## src/design/chxy_pkg.sv

```systemverilog
package chxy_pkg;

    // Width of the X and Y readings and of the heading word.
    localparam int XY_W      = 16;
    localparam int HDG_W     = 15;

    // Readings are scaled by 2^8 before the rotation stages.
    localparam int PRESCALE_SH = 8;

    // Working width of the rotated vector. The gain of the rotation stays
    // below 1.65, so a magnitude of sqrt(2) * 2^23 fits easily.
    localparam int XW        = 27;

    // Angle accumulator in units of 2^-20 degree. It holds 360 degrees.
    localparam int ANG_FRAC  = 20;
    localparam int ZW        = 30;

    localparam int TABLE_LEN = 24;

    localparam logic signed [ZW-1:0] Z180 = ZW'(180 * (1 << ANG_FRAC));
    localparam logic signed [ZW-1:0] Z360 = ZW'(360 * (1 << ANG_FRAC));

    // atan(2^-i) in degrees, scaled by 2^20 and rounded to nearest.
    localparam logic signed [ZW-1:0] ATAN_TAB [TABLE_LEN] = '{
        30'sd47185920, 30'sd27855475, 30'sd14718068, 30'sd7471121,
        30'sd3750058,  30'sd1876857,  30'sd938658,   30'sd469357,
        30'sd234682,   30'sd117342,   30'sd58671,    30'sd29335,
        30'sd14668,    30'sd7334,     30'sd3667,     30'sd1833,
        30'sd917,      30'sd458,      30'sd229,      30'sd115,
        30'sd57,       30'sd29,       30'sd14,       30'sd7
    };

    // Data that moves from one cell to the next.
    typedef struct packed {
        logic                 bypass;
        logic signed [XW-1:0] xs;
        logic signed [XW-1:0] ys;
        logic signed [ZW-1:0] z;
    } t_stage;

endpackage

```

## src/design/chxy_cell.sv

```systemverilog
module chxy_cell import chxy_pkg::*; #(
    parameter int IDX = 0
) (
    input  logic   i_clk,
    input  logic   i_rst_n,
    input  logic   i_up_valid,
    input  t_stage i_up_data,
    output logic   o_up_ready,
    input  logic   i_dn_ready,
    output logic   o_valid,
    output t_stage o_data
);

    logic   r_valid;
    t_stage r_data;
    t_stage n_data;
    logic   load;

    logic signed [XW-1:0] dx;
    logic signed [XW-1:0] dy;
    logic                 ys_pos;

    assign load       = !r_valid || i_dn_ready;
    assign o_up_ready = load;

    assign dx     = i_up_data.ys >>> IDX;
    assign dy     = i_up_data.xs >>> IDX;
    assign ys_pos = !i_up_data.ys[XW-1] && (i_up_data.ys != '0);

    // One rotation step that drives Y toward zero.
    always_comb begin
        n_data = i_up_data;
        if (!i_up_data.bypass) begin
            if (ys_pos) begin
                n_data.xs = i_up_data.xs + dx;
                n_data.ys = i_up_data.ys - dy;
                n_data.z  = i_up_data.z + ATAN_TAB[IDX];
            end else begin
                n_data.xs = i_up_data.xs - dx;
                n_data.ys = i_up_data.ys + dy;
                n_data.z  = i_up_data.z - ATAN_TAB[IDX];
            end
        end
    end

    always_ff @(posedge i_clk) begin
        if (!i_rst_n) begin
            r_valid <= 1'b0;
        end else if (load) begin
            r_valid <= i_up_valid;
        end
        if (load && i_up_valid) begin
            r_data <= n_data;
        end
    end

    assign o_valid = r_valid;
    assign o_data  = r_data;

endmodule

```

## config.mk

```make
export PLATFORM = sky130hd
export DESIGN_NAME = chxy_cell
export DESIGN_NICKNAME = d
export VERILOG_FILES = /design/src/design/chxy_pkg.sv /design/src/design/chxy_cell.sv
export SDC_FILE = /design/constraint.sdc
export NUM_CORES = 1
export LEC_CHECK = 0
export ABC_CLOCK_PERIOD_IN_PS = 3000
export BUFFER_PORTS_ARGS = -buffer_cell sky130_fd_sc_hd__buf_2
export CORE_MARGIN = 2
export CORE_UTILIZATION = 40
export DETAILED_ROUTE_END_ITERATION = 12
export PLACE_DENSITY = 0.64
export SETUP_SLACK_MARGIN = 0.1
export SLEW_MARGIN = 20
export SYNTH_ARGS = -nofsm -noshare
export SYNTH_HDL_FRONTEND = slang
export SYNTH_SLANG_ARGS = --single-unit
```

## constraint.sdc

```tcl
create_clock -name i_clk -period 3 [get_ports i_clk]
set_input_delay 0 -clock i_clk [delete_from_list [all_inputs] [get_ports i_clk]]
set_output_delay 0 -clock i_clk [all_outputs]
set_load 0.01 [all_outputs]
```

==> results.md <==
* H-tree levels at 3
* Clk Latency, worst-skew pair at 350 ps
* Psw at 1.53 mW
* Finished Layout Cells at 1517
* Critical Path AT at 2890 ps
* Synth top area cells: edfxtp_1 31%, ha_1 13%, a21oi_1 5.8%
* Port bufs at 175
* Max-cap violation count at 0
* PwrDens at 421 mW/mm^2
* Post-layout util at 53.5%
* Drt initial violations at 744
* Core box area at 0.0203 sq mm
* Final GP Congestion at 0.989
* Internal power at 3.04 mW
* Count leader, synth: a21oi_1
* Switch share at 33.4%
* EDFF count, synth at 85
* Setup Skew at 6.94 ps
* Status: completed
* Synth warn at 0
* Post-layout nets at 1421
* Crit-path max FO at 9
* Hold Crit Start: i_up_data[75]
* Clock slew at reported path FFs at 70 ps
* Largest area contributor in the netlist: edfxtp_1
* Max frequency at 357 MHz
* Fin area at 0.0109 sq mm
* Synth Net Count at 1135
* Post-CTS Setup Inserts at 0
* Post-DP Area at 0.0101 sq mm
* Hold Path Class: primary input to register
* GRT Util Overall at 23.8%
* VDD IR max at 0.227 mV
* Min cycle time layout at 2800 ps
* Worst Tran Pin Value at 696 ps
* Slew headroom at 53.6%
* Root buffer cell: clkbuf_16
* Clock power frac at 29.6%
* Final worst-path cycle share at 93.4%
* Critical Path End Type: register
* Starting density of the core at 40.8%
* CTS Buf Count at 9
* Syn Std Cell Area at 0.00829 sq mm
* First-pass GRT wire length at 41400 um
* FF+latch count, synth at 86
* Vias in the first global route at 8009
* R2r startpoint: o_valid
* Final setup viols at 0
* Placement Rows at 52
* Grt total ovfl at 0
* Synth async-reset ratio at 0%
* Hold Slack at 13.9 ps
* Via Count at 8265
* Post-DP HPWL at 20500 um
* Sequential share of power at 32.7%
* Sequential share of the synthesized area at 31.0%
* Initial antenna violation count at 0
* Largest net degree at the start of global routing at 76
* Max-slew violations at 0
* Pre-Repair DR Iteration Count at 5
* Die Width at 148 um
* Routed Wire Length at 26500 um
* Die area at 0.0219 sq mm
* Fillers at 1956
* P&R area growth vs syn at 31.0%
* Clock Path Buffers at 2
* Placed Cells at 1462
* Routed wire per std cell at 17.5 um
* DR vias/cell at 5.45
* Final hold violation count at 0
* CTS tree: done
* Overall power at 4.57 mW
* Commonest cells in the netlist: 96 x a21oi_1, 87 x inv_1, 86 x ha_1
* RSZ-0062 raised after global routing: yes
* Mean Syn Cell Area at 8.67 sq um
* Required time of the worst setup path at 3090 ps
* Post-synth top flop: edfxtp_1
* Synth cell types at 83
* CP startpoint: i_up_data[76]
* Post-synth top area share at 30.8%
* Antenna Nets Post-Route at 0
* Pleak at 4.89 nW
* Layout cells sized above 1 at 27.4%
* DRC viols at 0
* Clock sinks at 86
* Critical path class: primary input to register
* Mapped Cells at 956
* Antenna Diode Count at 0
* Element type at the critical path start: primary input
* IO Pins at 176
* Chip height at 148 um
* Gate power share at 37.8%
## logic make-up after synthesis
logic type	count (synthesis)	synth area share [%]
buffers and inverters	137	6.76
muxes	19	2.32
and+or+nand+nor	252	14.4
xor gates and xnor gates	57	6.02
AOI/OAI and AO/OA	315	25.5
DFF	86	31.0
adders and majority gates	90	13.9
## layout by cell type, fill, tap and decap left out, types with 4 or more instances in the layout
master / count
nand3b_1: 5
buf_4: 106
o221ai_1: 5
ha_1: 86
o21ai_0: 81
clkbuf_16: 9
xor2_1: 7
nand4_1: 6
nor4_1: 15
edfxtp_1: 85
a211o_1: 4
a21oi_2: 6
inv_1: 87
nor2_1: 80
o211ai_1: 4
nand2b_1: 9
o311ai_2: 4
a211oi_1: 14
nand2_1: 76
nor3_1: 16
a221oi_1: 4
o21a_1: 9
buf_2: 175
o21bai_1: 10
a21o_1: 21
a31oi_1: 12
a21oi_1: 93
or3_1: 5
xnor2_1: 50
dlygate4sd3_1: 39
fa_1: 4
nor2b_1: 7
mux2i_1: 17
nand3_1: 12
## worst max-delay path, stage by stage
cell and delay [ps]:
dlygate4sd3_1 540, buf_2 150, ha_1 290, buf_4 160
clkinv_1 220, a21oi_2 210, o211a_1 250, o31ai_1 100
a21oi_1 230, o31ai_2 130, a221oi_2 370, xnor2_1 160
mux2i_1 90
## layer usage
layer / up-vias / share of wire, % / track usage (%) / wire length (um)
li1: 4013 / - / - / -
met1: 3867 / 46 / 33.4 / 12200
met5: - / 0 / 0 / 0
met2: 333 / 45 / 37.3 / 11900
met3: 52 / 7.0 / 4.41 / 1860
met4: 0 / 2.3 / 7.71 / 612
## what timing repair did
item,CTS,global route
endpoints found under the hold margin,38,0
endpoints found under the setup margin,0,4
hold buffers,39,0
resized for setup,0,4
## cell type report
type / instances / area, sq um / area share [%]
Multi-Input combinational cell: 733 / 5180 / 47.7
Sequential cell: 86 / 2570 / 23.7
Timing Repair Buffer: 321 / 2080 / 19.2
Inverter: 91 / 342 / 3.14
Tap cell: 270 / 338 / 3.11
Clock buffer: 10 / 229 / 2.11
Clock inverter: 6 / 118 / 1.08
## per-stage QoR
| step | setup WS [ps] | setup TNS, ps |
|---|---|---|
| floorplan | 118 | 0 |
| global placement | -7.59 | -7.59 |
| detailed placement | -54.1 | -86.4 |
| CTS | 205 | 0 |
| global route | 57.5 | 0 |
| finish | 199 | 0 |
## flip-flops by register name, indices dropped and copies added (netlist names)
name,flops
o_data,85
o_valid,1
## path summary, 6_finish.rpt
check	to	slack, ps	cells after the start
max	o_data[53]	200	13
min	o_data[75]	10	3
max reg2reg	o_data[67]	1490	3
min reg2reg	o_data[2]	920	2
## power by group through the flow
| stage | registers [mW] | clock network (mW) | logic (mW) |
|---|---|---|---|
| after CTS | 1.50 | 1.39 | 1.70 |
| final | 1.49 | 1.35 | 1.73 |
| after detailed placement | 1.52 | 0 | 1.65 |
| after global placement | 1.52 | 0 | 1.64 |
| after floorplan | 1.58 | 0 | 0.964 |
| after global routing | 1.51 | 1.42 | 1.88 |
Power figures use the tool's default switching activity.
