**src/design/chxy_pkg.sv**
```systemverilog
package chxy_pkg;

    // Width of the X and Y readings and of the heading word.
    localparam int XY_W      = 16;
    localparam int HDG_W     = 15;

    // Readings are scaled by 2^8 before the rotation stages.
    localparam int PRESCALE_SH = 8;

    // Working width of the rotated vector. The gain of the rotation stays
    // below 1.65, so a magnitude of sqrt(2) * 2^23 fits easily.
    localparam int XW        = 27;

    // Angle accumulator in units of 2^-20 degree. It holds 360 degrees.
    localparam int ANG_FRAC  = 20;
    localparam int ZW        = 30;

    localparam int TABLE_LEN = 24;

    localparam logic signed [ZW-1:0] Z180 = ZW'(180 * (1 << ANG_FRAC));
    localparam logic signed [ZW-1:0] Z360 = ZW'(360 * (1 << ANG_FRAC));

    // atan(2^-i) in degrees, scaled by 2^20 and rounded to nearest.
    localparam logic signed [ZW-1:0] ATAN_TAB [TABLE_LEN] = '{
        30'sd47185920, 30'sd27855475, 30'sd14718068, 30'sd7471121,
        30'sd3750058,  30'sd1876857,  30'sd938658,   30'sd469357,
        30'sd234682,   30'sd117342,   30'sd58671,    30'sd29335,
        30'sd14668,    30'sd7334,     30'sd3667,     30'sd1833,
        30'sd917,      30'sd458,      30'sd229,      30'sd115,
        30'sd57,       30'sd29,       30'sd14,       30'sd7
    };

    // Data that moves from one cell to the next.
    typedef struct packed {
        logic                 bypass;
        logic signed [XW-1:0] xs;
        logic signed [XW-1:0] ys;
        logic signed [ZW-1:0] z;
    } t_stage;

endpackage

```
**src/design/chxy_in_if.sv**
```systemverilog
interface chxy_in_if import chxy_pkg::*; ();
    logic                   valid;
    logic                   ready;
    logic signed [XY_W-1:0] x_field;
    logic signed [XY_W-1:0] y_field;

    modport source (output valid, output x_field, output y_field, input ready);
    modport sink   (input valid, input x_field, input y_field, output ready);
endinterface

```
**src/design/chxy_entry.sv**
```systemverilog
module chxy_entry import chxy_pkg::*; (
    input  logic       i_clk,
    input  logic       i_rst_n,
    chxy_in_if.sink    i_xy,
    input  logic       i_dn_ready,
    output logic       o_valid,
    output t_stage     o_data
);

    logic   r_valid;
    t_stage r_data;
    t_stage n_data;
    logic   load;

    logic signed [XW-1:0] xs_raw;
    logic signed [XW-1:0] ys_raw;

    assign load       = !r_valid || i_dn_ready;
    assign i_xy.ready = load;

    assign xs_raw = {{(XW-XY_W-PRESCALE_SH){i_xy.x_field[XY_W-1]}}, i_xy.x_field,
                     {PRESCALE_SH{1'b0}}};
    assign ys_raw = {{(XW-XY_W-PRESCALE_SH){i_xy.y_field[XY_W-1]}}, i_xy.y_field,
                     {PRESCALE_SH{1'b0}}};

    // A zero Y reading skips the rotation; the angle is exact from the start.
    // A negative X is turned by 180 degrees into the right half plane.
    always_comb begin
        n_data.bypass = 1'b0;
        n_data.xs     = xs_raw;
        n_data.ys     = ys_raw;
        n_data.z      = '0;
        if (i_xy.y_field == '0) begin
            n_data.bypass = 1'b1;
            n_data.xs     = '0;
            n_data.ys     = '0;
            n_data.z      = i_xy.x_field[XY_W-1] ? Z180 : '0;
        end else if (i_xy.x_field[XY_W-1]) begin
            n_data.xs = -xs_raw;
            n_data.ys = -ys_raw;
            n_data.z  = Z180;
        end
    end

    always_ff @(posedge i_clk) begin
        if (!i_rst_n) begin
            r_valid <= 1'b0;
        end else if (load) begin
            r_valid <= i_xy.valid;
        end
        if (load && i_xy.valid) begin
            r_data <= n_data;
        end
    end

    assign o_valid = r_valid;
    assign o_data  = r_data;

endmodule

```
**src/flat_wrapper.sv**
```systemverilog
// flat-port wrapper written by rule: the top's interface ports become plain ports
module chxy_entry_flat import chxy_pkg::*;
  (i_clk, i_rst_n, i_dn_ready, o_valid, o_data, i_xy_valid, i_xy_x_field, i_xy_y_field, i_xy_ready);
  chxy_in_if i_xy_i ();
  input  logic i_clk;
  input  logic i_rst_n;
  input  logic i_dn_ready;
  output logic o_valid;
  output t_stage o_data;
  input wire logic [$bits(i_xy_i.valid)-1:0] i_xy_valid;
  input wire logic [$bits(i_xy_i.x_field)-1:0] i_xy_x_field;
  input wire logic [$bits(i_xy_i.y_field)-1:0] i_xy_y_field;
  output wire logic [$bits(i_xy_i.ready)-1:0] i_xy_ready;
  assign i_xy_i.valid = i_xy_valid;
  assign i_xy_i.x_field = i_xy_x_field;
  assign i_xy_i.y_field = i_xy_y_field;
  assign i_xy_ready = i_xy_i.ready;
  chxy_entry u_core (.i_clk(i_clk), .i_rst_n(i_rst_n), .i_xy(i_xy_i), .i_dn_ready(i_dn_ready), .o_valid(o_valid), .o_data(o_data));
endmodule
```
**config.mk**
```make
export PLATFORM = sky130hd
export DESIGN_NAME = chxy_entry_flat
export DESIGN_NICKNAME = d
export VERILOG_FILES = /design/src/design/chxy_pkg.sv /design/src/design/chxy_in_if.sv /design/src/design/chxy_entry.sv /design/src/flat_wrapper.sv
export SDC_FILE = /design/constraint.sdc
export NUM_CORES = 1
export LEC_CHECK = 0
export BUFFER_PORTS_ARGS = -buffer_cell sky130_fd_sc_hd__buf_2
export CAP_MARGIN = 20
export CORE_MARGIN = 3
export CORE_UTILIZATION = 49
export CTS_BUF_LIST = sky130_fd_sc_hd__clkbuf_4 sky130_fd_sc_hd__clkbuf_8 sky130_fd_sc_hd__clkbuf_16
export DETAILED_ROUTE_END_ITERATION = 10
export PLACE_DENSITY = 0.82
export SLEW_MARGIN = 20
export SYNTH_ARGS = -nofsm -noshare
export SYNTH_HDL_FRONTEND = slang
export SYNTH_SLANG_ARGS = --single-unit
```
**constraint.sdc**
```tcl
create_clock -name i_clk -period 6.67 [get_ports i_clk]
set_clock_uncertainty 0.05 [all_clocks]
set_input_delay 1.334 -clock i_clk [delete_from_list [all_inputs] [get_ports i_clk]]
set_output_delay 1.334 -clock i_clk [all_outputs]
set_load 0.005 [all_outputs]
```
==> results of run 1 <==
==> routing by layer <==
| metal | up-vias | track usage, % | wire length, um |
|---|---|---|---|
| met4 | 0 | 4.89 | 34 |
| li1 | 838 | - | - |
| met3 | 2 | 5.32 | 508 |
| met1 | 784 | 17.4 | 1830 |
| met2 | 97 | 27.7 | 2250 |
| met5 | - | 0 | 0 |
==> power breakdown <==
group	internal [uW]	switching, uW	leakage [uW]
Clock	81.5	78.7	0.0000491
Sequential	307	4.42	0.000396
Combinational	38.9	52.1	0.000769
Total	428	135	0.00121
==> cells by family (layout without fill, tap and decap cells) <==
logic type	after synthesis	after routing	synth area share, %
compound gates	30	30	8.86
xor+xnor	21	21	7.66
fa+ha+maj	2	2	1.04
buf+inv	59	96	16.4
flops	41	41	50.9
mux	7	7	3.18
other cells	1	45	0.156
simple gates	55	55	11.8
==> cell type report <==
class	count	area [um2]
Fill cell	403	1760
Sequential cell	41	1220
Multi-Input combinational cell	160	952
Timing Repair Buffer	80	400
Clock buffer	7	83.8
Tap cell	65	81.3
Inverter	8	30.0
Clock inverter	1	5.00
==> stage by stage <==
step                      cell area, um2  hold slack (ns)  utilization (%)
final                               2770            0.480             61.2
after global routing                2770            0.522             61.2
after CTS                           2770            0.479             61.2
after detailed placement            2690            0.469             59.2
after global placement              2690            0.449             59.2
after floorplan                     2570            0.487                -
==> synthesized netlist by cell type (all sizes together) (2+ instances only) <==
cell type	instances
clkbuf	3
nand2b	3
inv	8
buf	48
a21oi	8
or3	2
o21ai	5
a31oi	2
xnor2	11
nor4	5
edfxtp	40
mux2	5
ha	2
xor2	10
o31ai	8
o41ai	4
nand2	4
nor2	27
or4	4
mux2i	2
or2	2
nor3	3
==> flip-flops by register name, summed over array words and instances (netlist names) <==
name / cells
u_core.o_data: 40
u_core.o_valid: 1
==> critical path: stages <==
cell and delay, ns:
buf_2 0.11, inv_1 0.07, ha_1 0.15, nor3b_1 0.39, and4b_1 0.97, nor2_1 0.07
mux2_1 0.32
==> worst paths after layout <==
| check | endpoint | slack (ns) | cells past startpoint |
|---|---|---|---|
| max | u_core.o_data[53]$_SDFFCE_PP0P_ | 3.24 | 7 |
| max reg2reg | u_core.o_data[65]$_SDFFCE_PP0P_ | 5.07 | 2 |
| min reg2reg | u_core.o_valid$_SDFFE_PN0N_ | 0.48 | 2 |
| min | u_core.o_valid$_SDFFE_PN0N_ | 0.48 | 2 |
==> out/qor.yml, run 1 <==
status: "finished, final reports clean"
synth-async-reset-ratio_pct: 0
place_congestion: 0.734
ant_nets: 0
wl_per_cell_um: 12.8
clockBufferDepth: 2
power_uw: 563
cts_root_buffer: "clkbuf_8"
leakage_uw: 0.00121
die_y_um: 76
grt_overflow: 0
setup_viol: 0
synth_top_area_cell: "edfxtp_1"
worstHoldStart: "u_core.o_valid$_SDFFE_PN0N_"
syn-cell-area_um2: 2400
cts_sinks: 41
synth_edf_count: 40
dieArea_um2: 5780
grt_max_degree: 41
synthToLayoutAreaGrowth_pct: 15.5
r2r-start: "u_core.o_valid$_SDFFE_PN0N_"
port_buffers: 80
synthTopCellsByArea: "edfxtp_1 50%, buf_4 14%, nor2_1 4.2%"
cts_tree: "built"
ys.flop_type: "edfxtp_1"
antenna_found_initial: 0
vias_per_cell: 4.75
nets: 334
rsz0062_at_grt: "no"
die_w_um: 76
layout.cells.non_filler: 362
layout_setup_ws_ns: 3.24
hold_violations: 0
post-route-min-period_ns: 3.43
grt_pass1_vias: 1576
grtUsageTotal_pct: 15.5
synth_seq_cells: 41
drive_above_1_share_pct: 33.3
final_common_cell: "buf_2"
synth_top_area_share_pct: 50.0
timing.setup.tns_ns: 0
netlist_instances: 216
route.detailed.drc: 0
p_per_area_nw_per_um2: 203
drv_slew: 0
antenna_cells: 0
place_hpwl_um: 3430
post-route-period-util_pct: 51.5
cap_violations: 0
drt_iter0_drc: 100
vias: 1721
vdd_drop_max_mv: 0.0840
grt_pass1_wl_um: 7250
io_pins: 123
cp.required_ns: 6.66
layout_common_cells: "80 x buf_2, 45 x conb_1, 40 x edfxtp_1"
postCtsSetupBuffers: 0
ctsResizeCount: 0
dp_slack_ns: 2.93
core_um2: 4530
synth_warnings: 0
worst-path-max-fanout: 30
path_class: "in -> reg"
arrival_ns: 3.42
clock.fmax_mhz: 291
min_path_type: "reg -> reg"
dp.cells: 354
cts_hold_buf: 0
avgSynthCellArea_um2: 11.1
worstSetupEndpointType: "flop"
fp-row-count: 24
h-tree-depth: 2
drtPass1Iterations: 4
cts_made_buffers: 5
synth_cell_types: 36
wl_um: 4620
slew_headroom_pct: 29.9
worstMarginPinSlew_ns: 1.05
clkTransAtPathRegs_ns: 0.08
cp-startpoint: "i_xy_y_field[0]"
insertion_delay_ns: 0.27
initial_core_util_pct: 53.0
ys_seq_area_share_pct: 50.9
cp-start-kind: "primary input"
Note: power is estimated with default switching activity, not from simulation.
==> inputs of run 2 (changes only) <==
Settings changed: ABC_AREA set to 1, CORE_UTILIZATION 49 to 42, PLACE_DENSITY 0.82 to 0.74.
Clock period 6.67 ns to 3.1 ns, I/O delays scaled along.
==> out/qor.yml, run 2 <==
grt_pass1_wl_um: 8330  # +15%
place_congestion: 0.811  # +10%
postCtsSetupBuffers: 0  # unchanged
synth_most_common_cell: "nor2_1"
cts_made_buffers: 5  # unchanged
io_pins: 123  # unchanged
arrival_ns: 1.95  # -1.47 ns
antenna_cells: 0  # unchanged
initial_core_util_pct: 44.7  # -8.2 points
grt_max_degree: 41  # unchanged
ys_seq_area_share_pct: 47.8  # -3.0 points
synth_common_cells: "58 x nor2_1, 45 x buf_4, 43 x nand2_1"
fill_cells: 562  # +39%
drt_iter0_drc: 79  # -21%
synthTopCellsByArea: "edfxtp_1 47%, buf_4 13%, nor2_1 8.5%"
clkTransAtPathRegs_ns: 0.08  # about the same
wl_per_cell_um: 11.3  # -12%
h-tree-depth: 2  # unchanged
cts_root_buffer: "clkbuf_8"
use_met3_pct: 5.53  # +0.21 points
min_path_type: "reg -> reg"
worstSetupEndpointType: "flop"
largest_reg_flops: 40  # unchanged
seq_area_um2: 1220  # unchanged
drtPass1Iterations: 4  # unchanged
final_common_cell: "buf_2"
cp.required_ns: 3.09  # -3.57 ns
vias: 2003  # +16%
p_per_area_nw_per_um2: 413  # +100%
core_um2: 5710  # +26%
synth_edf_count: 40  # unchanged
post-route-period-util_pct: 63.1
port_buffers: 80  # unchanged
synth_seq_cells: 41  # unchanged
grtUsageMet1_pct: 15.7  # -1.6 points
dp.cells: 440  # +24%
antenna_found_initial: 0  # unchanged
grt_pass1_vias: 1929  # +22%
die_w_um: 84.0  # +10%
vias_per_cell: 4.47  # -6.0%
synth_top_area_cell: "edfxtp_1"
clockBufferDepth: 2  # unchanged
avgSynthCellArea_um2: 8.69  # -22%
route.detailed.drc: 0  # unchanged
die_y_um: 84.0  # +10%
hold_violations: 0  # unchanged
drive_above_1_share_pct: 26.3  # -7.0 points
drv_slew: 0  # unchanged
synthMuxAreaShare_pct: 0  # -3.2 points
grt_overflow: 0  # unchanged
placedInstanceArea_um2: 2850  # +6.2%
cap_violations: 0  # unchanged
synth_top_area_share_pct: 47.0  # -3.0 points
ys.flop_type: "edfxtp_1"
path_class: "in -> reg"
synth_compound_area_share_pct: 4.02  # -4.8 points
synth_cell_types: 27  # -25%
dieArea_um2: 7050  # +22%
post-route-min-period_ns: 1.96
cts_hold_buf: 0  # unchanged
synthXorXnorAreaFrac_pct: 5.14  # -2.5 points
synth-async-reset-ratio_pct: 0  # unchanged
worst-path-max-fanout: 11  # -63%
fp-row-count: 27  # +13%
synth_top_family_by_area: "simple AND/OR/NAND/NOR gates"
ant_nets: 0  # unchanged
cts_sinks: 41  # unchanged
vdd_drop_max_mv: 0.187  # +120%
nets: 413  # +24%
netlist_instances: 294  # +36%
setup_viol: 0  # unchanged
synthToLayoutAreaGrowth_pct: 15.0
grt-busiest-layer: "met2"
rsz0062_at_grt: "no"
clock.fmax_mhz: 511
worstMarginPinSlew_ns: 0.612  # -0.439 ns
cts_tree: "built"
ctsResizeCount: 0  # unchanged
synthSimpleGateAreaFrac_pct: 22.5  # +11 points
layout.cells.non_filler: 448  # +24%
timing.setup.tns_ns: 0  # unchanged
design_area_um2: 2940  # +5.9%
status: "finished, final reports clean"
synth_warnings: 0  # unchanged
syn-cell-area_um2: 2550  # +6.4%
multiInputGateArea_um2: 1010  # +6.6%
synth_fa_ha_area_share_pct: 0.980  # -0.062 points
grt_util_met2_pct: 25.7  # -2.1 points
place_hpwl_um: 3900  # +14%
grtUsageTotal_pct: 14.4  # -1.1 points
cp-start-kind: "primary input"
slew_headroom_pct: 59.2  # +29 points
insertion_delay_ns: 0.29  # +0.02 ns
layout_common_cells: "80 x buf_2, 58 x nor2_1, 45 x conb_1"
leakage_uw: 0.00144  # +19%
wl_um: 5060  # +9.5%
-- run 2: cell types whose count changed in the layout (fill, tap and decap cells not counted), moves of 7 or more --
cell / previous run / this run
nand3_1: 0 / 18
nor2_1: 27 / 58
o31ai_1: 7 / 0
xnor2_1: 11 / 1
nand2_1: 4 / 43
inv_1: 8 / 31
-- run 2: report_power, final --
part	leakage [uW]	switching, uW	total [uW]	internal (uW)
Clock	0.0000439	186	341	155
Sequential	0.000395	9.96	669	659
Combinational	0.00100	123	203	80.3
-- run 2: per-stage QoR --
step                hold slack [ns]  utilization, %  setup slack [ns]  power [uW]
finish                        0.498            51.4              1.14        1210
global route                  0.525            51.4             0.948        1280
CTS                           0.503            51.4              1.13        1230
global placement              0.478            49.9             0.888         881
floorplan                     0.486               -             0.784         834
detailed placement            0.491            49.9             0.814         886
-- run 2: kinds of logic after synthesis --
kind of cell,after synthesis
AOI/OAI and AO/OA,20
DFF,41
xor gates and xnor gates,15
and+or+nand+nor,133
adders and majority gates,2
other,1
buffers and inverters,82
-- run 2: path summary, 6_finish.rpt --
kind	start	to	slack (ns)	depth (start not counted)
hold reg to reg	u_core.o_valid$_SDFFE_PN0N_	u_core.o_valid$_SDFFE_PN0N_	0.50	2
setup / recovery	i_xy_y_field[0]	u_core.o_data[80]$_SDFFCE_PP0P_	1.14	10
hold / removal	u_core.o_valid$_SDFFE_PN0N_	u_core.o_valid$_SDFFE_PN0N_	0.50	2
setup reg to reg	u_core.o_valid$_SDFFE_PN0N_	u_core.o_data[67]$_SDFFCE_PP0P_	1.75	2
-- run 2: layout make-up --
type / count / share of cell area [%]
Clock buffer: 5 / 2.34
Sequential cell: 41 / 41.6
Clock inverter: 3 / 0.597
Tap cell: 72 / 3.07
Inverter: 31 / 3.96
Timing Repair Buffer: 81 / 13.9
Multi-Input combinational cell: 215 / 34.6
-- run 2: routing by layer --
metal | up-vias | share of wire, %
met2 | 98 | 48
met4 | 0 | 0.53
li1 | 1009 | -
met5 | - | 0
met3 | 4 | 11
met1 | 892 | 41
-- run 2: critical path: stages --
cell and delay [ns]:
buf_2 0.09, inv_1 0.10, ha_1 0.20, nand3_2 0.11
nor2_2 0.17, nand2_1 0.11, nor2_1 0.10, nand2_1 0.23
inv_1 0.17, nor3_1 0.06
