[src/design/chxy_pkg.sv]
package chxy_pkg;

    // Width of the X and Y readings and of the heading word.
    localparam int XY_W      = 16;
    localparam int HDG_W     = 15;

    // Readings are scaled by 2^8 before the rotation stages.
    localparam int PRESCALE_SH = 8;

    // Working width of the rotated vector. The gain of the rotation stays
    // below 1.65, so a magnitude of sqrt(2) * 2^23 fits easily.
    localparam int XW        = 27;

    // Angle accumulator in units of 2^-20 degree. It holds 360 degrees.
    localparam int ANG_FRAC  = 20;
    localparam int ZW        = 30;

    localparam int TABLE_LEN = 24;

    localparam logic signed [ZW-1:0] Z180 = ZW'(180 * (1 << ANG_FRAC));
    localparam logic signed [ZW-1:0] Z360 = ZW'(360 * (1 << ANG_FRAC));

    // atan(2^-i) in degrees, scaled by 2^20 and rounded to nearest.
    localparam logic signed [ZW-1:0] ATAN_TAB [TABLE_LEN] = '{
        30'sd47185920, 30'sd27855475, 30'sd14718068, 30'sd7471121,
        30'sd3750058,  30'sd1876857,  30'sd938658,   30'sd469357,
        30'sd234682,   30'sd117342,   30'sd58671,    30'sd29335,
        30'sd14668,    30'sd7334,     30'sd3667,     30'sd1833,
        30'sd917,      30'sd458,      30'sd229,      30'sd115,
        30'sd57,       30'sd29,       30'sd14,       30'sd7
    };

    // Data that moves from one cell to the next.
    typedef struct packed {
        logic                 bypass;
        logic signed [XW-1:0] xs;
        logic signed [XW-1:0] ys;
        logic signed [ZW-1:0] z;
    } t_stage;

endpackage

[src/design/chxy_out_if.sv]
interface chxy_out_if import chxy_pkg::*; ();
    logic             valid;
    logic             ready;
    logic [HDG_W-1:0] heading;

    modport source (output valid, output heading, input ready);
    modport sink   (input valid, input heading, output ready);
endinterface

[src/design/chxy_final.sv]
module chxy_final import chxy_pkg::*; #(
    parameter int FRAC_BITS = 6
) (
    input  logic       i_clk,
    input  logic       i_rst_n,
    input  logic       i_up_valid,
    input  t_stage     i_up_data,
    output logic       o_up_ready,
    chxy_out_if.source o_hdg
);

    localparam int SH = ANG_FRAC - FRAC_BITS;
    localparam logic [ZW-1:0] HALF = ZW'(1 << (SH - 1));
    localparam logic [ZW-1:0] FULL = ZW'(360 * (1 << FRAC_BITS));

    logic             r_valid;
    logic [HDG_W-1:0] r_heading;
    logic             load;

    logic signed [ZW-1:0] z_wrap;
    logic [ZW-1:0]        z_pos;
    logic [ZW-1:0]        rounded;
    logic [ZW-1:0]        hdg_full;

    assign load       = !r_valid || o_hdg.ready;
    assign o_up_ready = load;

    // Fold negative angles up by a full turn, round half up to the output
    // unit and wrap a full turn back to zero.
    always_comb begin
        z_wrap   = i_up_data.z[ZW-1] ? (i_up_data.z + Z360) : i_up_data.z;
        z_pos    = z_wrap[ZW-1] ? '0 : z_wrap;
        rounded  = (z_pos + HALF) >> SH;
        hdg_full = (rounded >= FULL) ? (rounded - FULL) : rounded;
    end

    always_ff @(posedge i_clk) begin
        if (!i_rst_n) begin
            r_valid <= 1'b0;
        end else if (load) begin
            r_valid <= i_up_valid;
        end
        if (load && i_up_valid) begin
            r_heading <= hdg_full[HDG_W-1:0];
        end
    end

    assign o_hdg.valid   = r_valid;
    assign o_hdg.heading = r_heading;

endmodule

[src/flat_wrapper.sv]
// flat-port wrapper written by rule: the top's interface ports become plain ports
module chxy_final_flat import chxy_pkg::*;
#(
    parameter int FRAC_BITS = 6
)
  (i_clk, i_rst_n, i_up_valid, i_up_data, o_up_ready, o_hdg_valid, o_hdg_heading, o_hdg_ready);
  chxy_out_if o_hdg_i ();
  input  logic i_clk;
  input  logic i_rst_n;
  input  logic i_up_valid;
  input  t_stage i_up_data;
  output logic o_up_ready;
  output wire logic [$bits(o_hdg_i.valid)-1:0] o_hdg_valid;
  output wire logic [$bits(o_hdg_i.heading)-1:0] o_hdg_heading;
  input wire logic [$bits(o_hdg_i.ready)-1:0] o_hdg_ready;
  assign o_hdg_valid = o_hdg_i.valid;
  assign o_hdg_heading = o_hdg_i.heading;
  assign o_hdg_i.ready = o_hdg_ready;
  chxy_final #(.FRAC_BITS(FRAC_BITS)) u_core (.i_clk(i_clk), .i_rst_n(i_rst_n), .i_up_valid(i_up_valid), .i_up_data(i_up_data), .o_up_ready(o_up_ready), .o_hdg(o_hdg_i));
endmodule
[config.mk]
export PLATFORM = sky130hd
export DESIGN_NAME = chxy_final_flat
export DESIGN_NICKNAME = d
export VERILOG_FILES = /design/src/design/chxy_pkg.sv /design/src/design/chxy_out_if.sv /design/src/design/chxy_final.sv /design/src/flat_wrapper.sv
export SDC_FILE = /design/constraint.sdc
export NUM_CORES = 1
export LEC_CHECK = 0
export BUFFER_PORTS_ARGS = -buffer_cell sky130_fd_sc_hd__buf_2
export CELL_PAD_IN_SITES_DETAIL_PLACEMENT = 1
export CELL_PAD_IN_SITES_GLOBAL_PLACEMENT = 2
export CORE_MARGIN = 2
export CORE_UTILIZATION = 20
export DETAILED_ROUTE_END_ITERATION = 16
export PLACE_DENSITY = 0.83
export SKIP_CTS_REPAIR_TIMING = 1
export SYNTH_ARGS = -nofsm -noshare
export SYNTH_HDL_FRONTEND = slang
export SYNTH_SLANG_ARGS = --single-unit
[constraint.sdc]
create_clock -name i_clk -period 4.75 [get_ports i_clk]
set_clock_uncertainty 0.1 [all_clocks]
set_input_delay 1.1875 -clock i_clk [delete_from_list [all_inputs] [get_ports i_clk]]
set_output_delay 1.1875 -clock i_clk [all_outputs]
set_load 0.05 [all_outputs]
==> flow_metrics.tcl, run 1 <==
set metrics [dict create \
    status "finished clean" \
    drc 0 \
    yosysWarnings 0 \
    synth_edf_count 15 \
    numPortBuffers 37 \
    overflow 0 \
    synthArstFlopShare_pct 0 \
    grt_pass1_wl_mm 5.81 \
    fmax_mhz 234 \
    p_sw_uw 150 \
    syn_area_sq_mm 0.00141 \
    die_area_sq_mm 0.00771 \
    seq_power_share_pct 40.7 \
    cp-start-kind "input pin" \
    setup_viol 0 \
    powerDensity_mw_per_mm2 244 \
    grt_max_degree 20 \
    avgSynthCellArea_sq_um 8.84 \
    final_common_cell "buf_2" \
    worstPathMaxFanout 12 \
    critPathKind "in2reg" \
    start_util_pct 20.7 \
    h-tree-depth 1 \
    clock-sinks 16 \
    maxCapViolCount 0 \
    ioPinCount 106 \
    finalCriticalPeriod_ps 4280 \
    pwr-share-comb_pct 36.1 \
    drtIter0Drc 87 \
    coreArea_sq_mm 0.00679 \
    ys_ff_latch 16 \
    grt_util_all_layers_pct 9.34 \
    netlist_instances 159 \
    fin_tns_setup_ps 0 \
    tritoncts "built" \
    cts_buffers 3 \
    clk_pin_slew_ps 60 \
    dp_hpwl_mm 2.90 \
    peakVddDrop_mv 0.0768 \
    rsz0062_at_grt "false" \
    antenna_found_initial 0 \
    final_layout_size_suffix_gt1_share_pct 27.2 \
    drv_slew 0 \
    multiInputGateArea_sq_um 878 \
    rows 30 \
    yosysSeqAreaShare_pct 33.5 \
    areaGrowthSynthToFinish_pct 24.1 \
    pwr-share-clk_pct 23.2 \
    stdcell_area_sq_mm 0.00174 \
    route.vias.total 1317 \
    fin_crit_sh_pct 90.1 \
    p_sw_share_pct 35.2 \
    clk_latency_ps 240 \
    hp-class "reg2reg" \
    avgViaCountPerCell 4.53 \
    ant_nets 0 \
    r2r_slack_ps 3340 \
    die_w_microns 87.8 \
    nFillCells 827 \
    worstMarginPinSlew_ps 650 \
    antenna_cells 0 \
    placed_cell_area_sq_mm 0.00170 \
    synth-main-ff-cell "edfxtp_1" \
    routed_wl_mm 3.50 \
    required_ps 4620 \
    synth.distinct_cells 51 \
    mostFrequentLayoutCells "buf_2, edfxtp_1, nor2_1" \
    nNetsFinal 287 \
    die_h_microns 87.8 \
    first_pass_iters 4 \
    maxSlewHeadroom_pct 56.7 \
    gp_congestion 0.750 \
    p_leak_uw 0.000650 \
    cts_buffer_depth 2 \
    hold_viol_final 0 \
    ff_latch_area_sq_um 470 \
    grt_pass1_vias 1268 \
    p_int_uw 276 \
    syn_nets 250 \
    cts_root_buffer "clkbuf_8" \
    wl_per_cell_microns 12.0 \
    cp.arrival_ps 4160 \
    holdWs_ps 418 \
    critPathCaptureType "flip-flop" \
]
per-layer routing:
layer  global-route usage, %  share of wire (%)  up-vias
li1                        -                  -      659
met1                    12.6                 50      631
met2                    15.6                 46       25
met3                    1.32                3.5        2
met4                    2.52               0.49        0
met5                       0                  0        -
kinds of logic after synthesis:
| kind of cell | share of synthesized area [%] |
|---|---|
| flip-flops | 33.5 |
| multiplexers | 0.712 |
| adder cells (fa/ha/maj) | 1.78 |
| AO/OA/AOI/OAI | 21.6 |
| buffers and inverters | 4.01 |
| XOR/XNOR | 11.2 |
| AND/OR/NAND/NOR | 27.2 |
flip-flops by register name (all words and copies together), names as in the netlist:
signal,cells
u_core.o_hdg.heading,15
u_core.o_hdg.valid,1
final timing paths:
check,end,from,cells after the start
worst max-delay path,u_core.o_hdg.heading[11],i_up_data[23],15
worst min-delay path,u_core.o_hdg.valid,u_core.o_hdg.valid,2
worst max register to register,u_core.o_hdg.heading[11],u_core.o_hdg.valid,2
worst min register to register,u_core.o_hdg.valid,u_core.o_hdg.valid,2
area by class of cell:
class / count / share of cell area (%)
Sequential cell: 16 / 27.0
Tap cell: 96 / 6.89
Clock inverter: 1 / 0.215
Timing Repair Buffer: 41 / 12.3
Clock buffer: 3 / 2.37
Inverter: 4 / 0.861
Multi-Input combinational cell: 130 / 50.4
Yosys cell counts (all sizes together) (2+ instances only):
master   instances  area share [%]
and2             2            0.89
nor2            15             4.2
o211a            2             2.0
o2111ai          3             1.9
nand2           11             2.9
nor3             5             2.1
a21o             2             1.1
nand2b           6             2.7
xnor2           13             8.1
xor2             5             3.1
edfxtp          15              32
nand3           12             4.6
inv              4             1.1
buf              6             2.1
and3             6             2.7
or2              2            0.89
a21oi            9             4.3
nor2b            4             1.8
ha               2             1.8
o21ai            4             1.4
clkbuf           3            0.80
a41oi            2             1.2
nand3b           2             1.1
o211ai           4             2.1
through the flow:
stage	setup WS, ps	total power [uW]	utilization (%)	std cells
2_1_floorplan	476	289	-	159
3_3_place_gp	257	327	25.0	287
3_5_place_dp	223	331	25.0	287
4_1_cts	456	430	25.7	291
5_1_grt	161	447	25.7	291
6_report	468	426	25.7	291
critical path: stages:
cell and delay [ps]:
buf_2 160, ha_1 220, o31a_1 350, nor3b_1 220
buf_4 220, nor2b_1 60, ha_1 250, nand2_1 140
or4_4 160, o2111a_1 280, o211ai_1 120, a41o_1 280
o211a_4 280, a21oi_2 110, xnor2_1 90
power groups by stage:
stage	sequential (uW)	combinational (uW)	clock (uW)
3_5_place_dp	176	155	0
2_1_floorplan	219	69.7	0
4_1_cts	173	155	101
3_3_place_gp	176	152	0
6_report	173	154	98.7
5_1_grt	174	168	105
No activity file was read; power rests on OpenSTA's default activity.
==> inputs of run 2 (changes only) <==
- RECOVER_POWER: unset -> 100
==> run 2 against run 1 <==
Compared with the run above:
- cell count unchanged
- largest cell class unchanged
- hold slack better by 7.2 ps
- flip-flop and latch count unchanged
- via count down 0.38%
- cell area down 2.1%
- register-to-register slack worse by 210 ps
- setup slack worse by 90 ps
- clock-buffer cell count unchanged
- non-clock buffer count unchanged
- routed wire length up 0.54%
- fmax down 2.1%
- utilization down 0.53 points
==> flow_metrics.tcl, run 2 (synthesis gave the netlist of run 1 again) <==
set metrics [dict create \
    finalCriticalPeriod_ps 4370 \
    tritoncts "built" \
    die_h_microns 87.8 \
    grt_max_degree 20 \
    fin_util_pct 25.1 \
    worstMarginPinSlew_ps 933 \
    cp-start-kind "input pin" \
    final_common_cell "buf_2" \
    h-tree-depth 1 \
    first_pass_iters 4 \
    antenna_cells 0 \
    gp_congestion 0.750 \
    setup_viol 0 \
    clk_latency_ps 240 \
    mostFrequentLayoutCells "buf_2, clkbuf_1, edfxtp_1" \
    ant_nets 0 \
    p_leak_uw 0.000599 \
    peakVddDrop_mv 0.0763 \
    cts_buffers 3 \
    drc 0 \
    start_util_pct 20.7 \
    routed_wl_mm 3.52 \
    ff_latch_area_sq_um 470 \
    hold_viol_final 0 \
    overflow 0 \
    worstPathMaxFanout 12 \
    post-place-ws_ps 223 \
    rsz0062_at_grt "false" \
    drtIter0Drc 81 \
    drv_slew 0 \
    antenna_found_initial 0 \
    numPortBuffers 37 \
    status "finished clean" \
    fin_tns_setup_ps 0 \
    clk_pin_slew_ps 60 \
    cts_buffer_depth 2 \
    r2r.worst_path.cells 2 \
    ioPinCount 106 \
    cp.arrival_ps 4250 \
    maxCapViolCount 0 \
    path_common_cell "ha_1" \
    setup_ws_ps 379 \
    grt_pass1_vias 1268 \
    rows 30 \
    cpPeakStageDelay_ps 350 \
    multiInputGateArea_sq_um 863 \
    fmax_mhz 229 \
    min_from "u_core.o_hdg.valid" \
    critPathCaptureType "flip-flop" \
    largest_reg_flops 15 \
    die_area_sq_mm 0.00771 \
    nFillCells 829 \
    nNetsFinal 287 \
    grt_pass1_wl_mm 5.81 \
    timing.rr.start "u_core.o_hdg.valid" \
    route.vias.total 1312 \
    areaGrowthSynthToFinish_pct 21.5 \
    powerDensity_mw_per_mm2 246 \
    final_layout_size_suffix_gt1_share_pct 17.4 \
    cp-endpoint "u_core.o_hdg.heading[11]" \
    worstPathCellList "buf_2 > ha_1 > o31a_1 > nor3b_1 > buf_4 > nor2b_1 > ha_1 > nand2_1 > or4_1 > o2111a_1 > o211ai_1 > a41o_1 > o211a_2 > a21oi_1 > xnor2_1" \
    whs_path_depth 2 \
    cpMaxStageDelayCell "o31a_1" \
    worstReg2RegEnd "u_core.o_hdg.heading[11]" \
    required_ps 4620 \
    grt_util_all_layers_pct 9.34 \
    r2r_slack_ps 3130 \
    avgViaCountPerCell 4.51 \
    critPathKind "in2reg" \
    cts_root_buffer "clkbuf_8" \
    fin_crit_sh_pct 92.0 \
    coreArea_sq_mm 0.00679 \
    crit_path_start "i_up_data[23]" \
    die_w_microns 87.8 \
    clock-sinks 16 \
    dp_hpwl_mm 2.90 \
    hp-class "reg2reg" \
    wl_per_cell_microns 12.1 \
    maxSlewHeadroom_pct 37.8 \
]
[run 2: layer usage]
layer  global-route usage, %  up-vias  share of wire (%)
li1                        -      659                  -
met1                    12.6      626                 50
met2                    15.6       25                 46
met3                    1.32        2                3.7
met4                    2.52        0               0.48
met5                       0        -                  0
[run 2: critical path, delay by kind of cell]
| kind | cells | cell delay [ps] |
|---|---|---|
| AOI/OAI and AO/OA | 6 | 1490 |
| xor gates and xnor gates | 1 | 100 |
| adders and majority gates | 2 | 470 |
| buffers and inverters | 2 | 380 |
| and+or+nand+nor | 4 | 610 |
[run 2: worst min-delay path by stage]
stage / endpoint
final: u_core.o_hdg.valid
after global routing: u_core.o_hdg.valid
after CTS: u_core.o_hdg.valid
after detailed placement: u_core.o_hdg.valid
after global placement: u_core.o_hdg.valid
after floorplan: u_core.o_hdg.valid
[run 2: stage by stage]
step,hold WS [ps],power [uW],instances,cell area (sq um)
floorplan,1050,289,159,1410
global placement,407,327,287,1700
detailed placement,422,331,287,1700
CTS,431,430,291,1740
global route,485,442,291,1710
finish,425,421,291,1710
[run 2: report_power, final]
group	total, uW	switching [uW]	internal, uW
clock network	98.7	41.6	57.1
logic	149	105	43.8
registers	174	2.92	171
[run 2: area by class of cell]
cell class                 count  share of cell area [%]
sequential                    16                    27.5
inverter                       4                   0.879
tap                           96                    7.03
multi-input combinational    130                    50.5
clock inverter                 1                   0.220
clock buffer                   3                    2.42
timing repair buffer          41                    11.4
==> inputs of run 3 (changes only) <==
- ABC_AREA: unset -> 1
- PLACE_DENSITY: 0.83 -> 0.84
==> run 3 against run 2 <==
Compared with the run above:
- via count up 1.2%
- synthesized cell count up 19%
- critical path depth up 7
- register-to-register slack better by 60 ps
- global-route usage down 0.61 points
- hold slack better by 24 ps
- cell area up 2.9%
- cell count up 13%
- non-clock buffer count down 3
- first-iteration DRC count down 51%
- power up 5.0%
- critical path type unchanged
- highest routed layer unchanged
==> flow_metrics.tcl, run 3 <==
set metrics [dict create \
    fmax_mhz 252 \
    holdWs_ps 449 \
    hold_viol_final 0 \
    areaGrowthSynthToFinish_pct 18.6 \
    avgViaCountPerCell 4.05 \
    required_ps 4650 \
    hp-class "reg2reg" \
    routed_wl_mm 3.48 \
    synth_compound_area_share_pct 3.46 \
    maxSlewHeadroom_pct 47.0 \
    nNetsFinal 321 \
    critPathCaptureType "flip-flop" \
    synth_area_leaders "edfxtp_1, nand2_1, nand3_1" \
    setup_viol 0 \
    grt_max_degree 29 \
    worstMarginPinSlew_ps 794 \
    yosysWarnings 0 \
    drtIter0Drc 40 \
    seq_power_share_pct 39.5 \
    drc 0 \
    ioPinCount 106 \
    die_w_microns 90.1 \
    synth_simple_gate_area_share_pct 46.6 \
    yosysTopAreaCell "edfxtp_1" \
    cp-start-kind "input pin" \
    synth-main-ff-cell "edfxtp_1" \
    antenna_cells 0 \
    overflow 0 \
    tritoncts "built" \
    cp.arrival_ps 3870 \
    placed_cell_area_sq_mm 0.00176 \
    rows 31 \
    netlist_instances 190 \
    maxCapViolCount 0 \
    final_common_cell "nand2_1" \
    start_util_pct 20.6 \
    antenna_found_initial 0 \
    fin_crit_sh_pct 83.5 \
    largest_reg_flops 15 \
    mostFrequentLayoutCells "nand2_1, inv_1, nand3_1" \
    dp_hpwl_mm 2.98 \
    stdcell_area_sq_mm 0.00176 \
    clk_pin_slew_ps 60 \
    die_area_sq_mm 0.00812 \
    rsz0062_at_grt "false" \
    first_pass_iters 4 \
    status "finished clean" \
    ant_nets 0 \
    avgSynthCellArea_sq_um 7.80 \
    grt_util_all_layers_pct 8.72 \
    synth_mux_area_share_pct 0 \
    syn_nets 281 \
    synthTopCellsByCount "nand2_1, inv_1, nand3_1" \
    cts_buffer_depth 2 \
    fin_tns_setup_ps 0 \
    die_h_microns 90.1 \
    synth_edf_count 15 \
    synth_most_common_cell "nand2_1" \
    p_sw_share_pct 38.4 \
    grt_pass1_wl_mm 5.82 \
    h-tree-depth 1 \
    critPathKind "in2reg" \
    coreArea_sq_mm 0.00721 \
    worstPathMaxFanout 28 \
    synthArstFlopShare_pct 0 \
    drv_slew 0 \
    place_inst 324 \
    cts_root_buffer "clkbuf_8" \
    p_leak_uw 0.000807 \
    gp_congestion 0.782 \
    pwr-share-comb_pct 37.8 \
    peakVddDrop_mv 0.0694 \
    syn_area_sq_mm 0.00148 \
    finalCriticalPeriod_ps 3970 \
    ys_ff_latch 16 \
    synth.distinct_cells 31 \
    grt_pass1_vias 1292 \
    synth-xor-area-share_pct 7.17 \
    final_layout_size_suffix_gt1_share_pct 20.5 \
    final_cells 328 \
    route.vias.total 1328 \
    yosysSeqAreaShare_pct 31.7 \
    numPortBuffers 37 \
    fin_util_pct 24.4 \
    p_sw_uw 170 \
    clock-sinks 16 \
    cts_buffers 3 \
    p_int_uw 272 \
    r2r.worst_path.cells 2 \
    whs_path_depth 2 \
    wl_per_cell_microns 10.6 \
    powerDensity_mw_per_mm2 251 \
    synth-adder-area-share_pct 1.69 \
    synth_top_family_by_area "simple AND/OR/NAND/NOR gates" \
    pwr-share-clk_pct 22.7 \
    synth_top_area_share_pct 30.4 \
    clk_latency_ps 240 \
]
-- run 3: cell types whose count changed after synthesis, sizes merged, moves of 9 or more --
cell	change
nand3	+17
xnor2	-9
inv	+21
nand2	+57
-- run 3: cell type report --
cell class                      instances  area (sq um)
Multi-Input combinational cell        146           856
Clock buffer                            3          41.3
Timing Repair Buffer                   38           166
Fill cell                             916          5460
Clock inverter                          1          3.75
Inverter                               25          96.3
Tap cell                               99           124
Sequential cell                        16           470
-- run 3: logic make-up after synthesis --
logic type               count (synthesis)
adder cells (fa/ha/maj)                  2
AND/OR/NAND/NOR                        127
XOR/XNOR                                10
flip-flops                              16
buffers and inverters                   28
AO/OA/AOI/OAI                            7
-- run 3: critical path: stages --
cell and delay [ps]:
clkbuf_1 270, ha_1 210, inv_1 50, nand2_1 100, nand2_1 130, nand2_8 200, inv_1 60, nor2_1 100
ha_1 190, nand2_1 60, inv_1 50, nand3_1 170, nor2_4 210, nand2_1 110, nor2_1 130, nand2_1 60
nand2_1 150, nand2_4 100, nand3_4 110, nand2_2 80, nand2_1 70, nand2_1 50
-- run 3: power groups by stage --
stage	logic, uW	clock network [uW]	registers (uW)
2_1_floorplan	88.9	0	222
3_3_place_gp	171	0	176
3_5_place_dp	174	0	177
4_1_cts	175	105	174
5_1_grt	185	108	176
6_report	167	100	174
-- run 3: metal layers --
layer	vias up	GRT usage, %	routed length, microns
met5	-	0	0
met4	0	3.46	47
met3	4	0.838	92
met2	26	15.1	1650
met1	605	11.1	1690
li1	693	-	-
-- run 3: stage by stage --
stage | setup WS (ps) | power (uW)
3_5_place_dp | 833 | 351
4_1_cts | 1090 | 454
5_1_grt | 426 | 469
2_1_floorplan | 1210 | 311
6_report | 782 | 442
3_3_place_gp | 870 | 347
-- run 3: worst paths after layout --
path / from / to / slack (ps)
worst min-delay path: u_core.o_hdg.valid / u_core.o_hdg.valid / 450
worst max register to register: u_core.o_hdg.valid / u_core.o_hdg.heading[2] / 3190
worst min register to register: u_core.o_hdg.valid / u_core.o_hdg.valid / 450
worst max-delay path: i_up_data[23] / u_core.o_hdg.heading[12] / 780
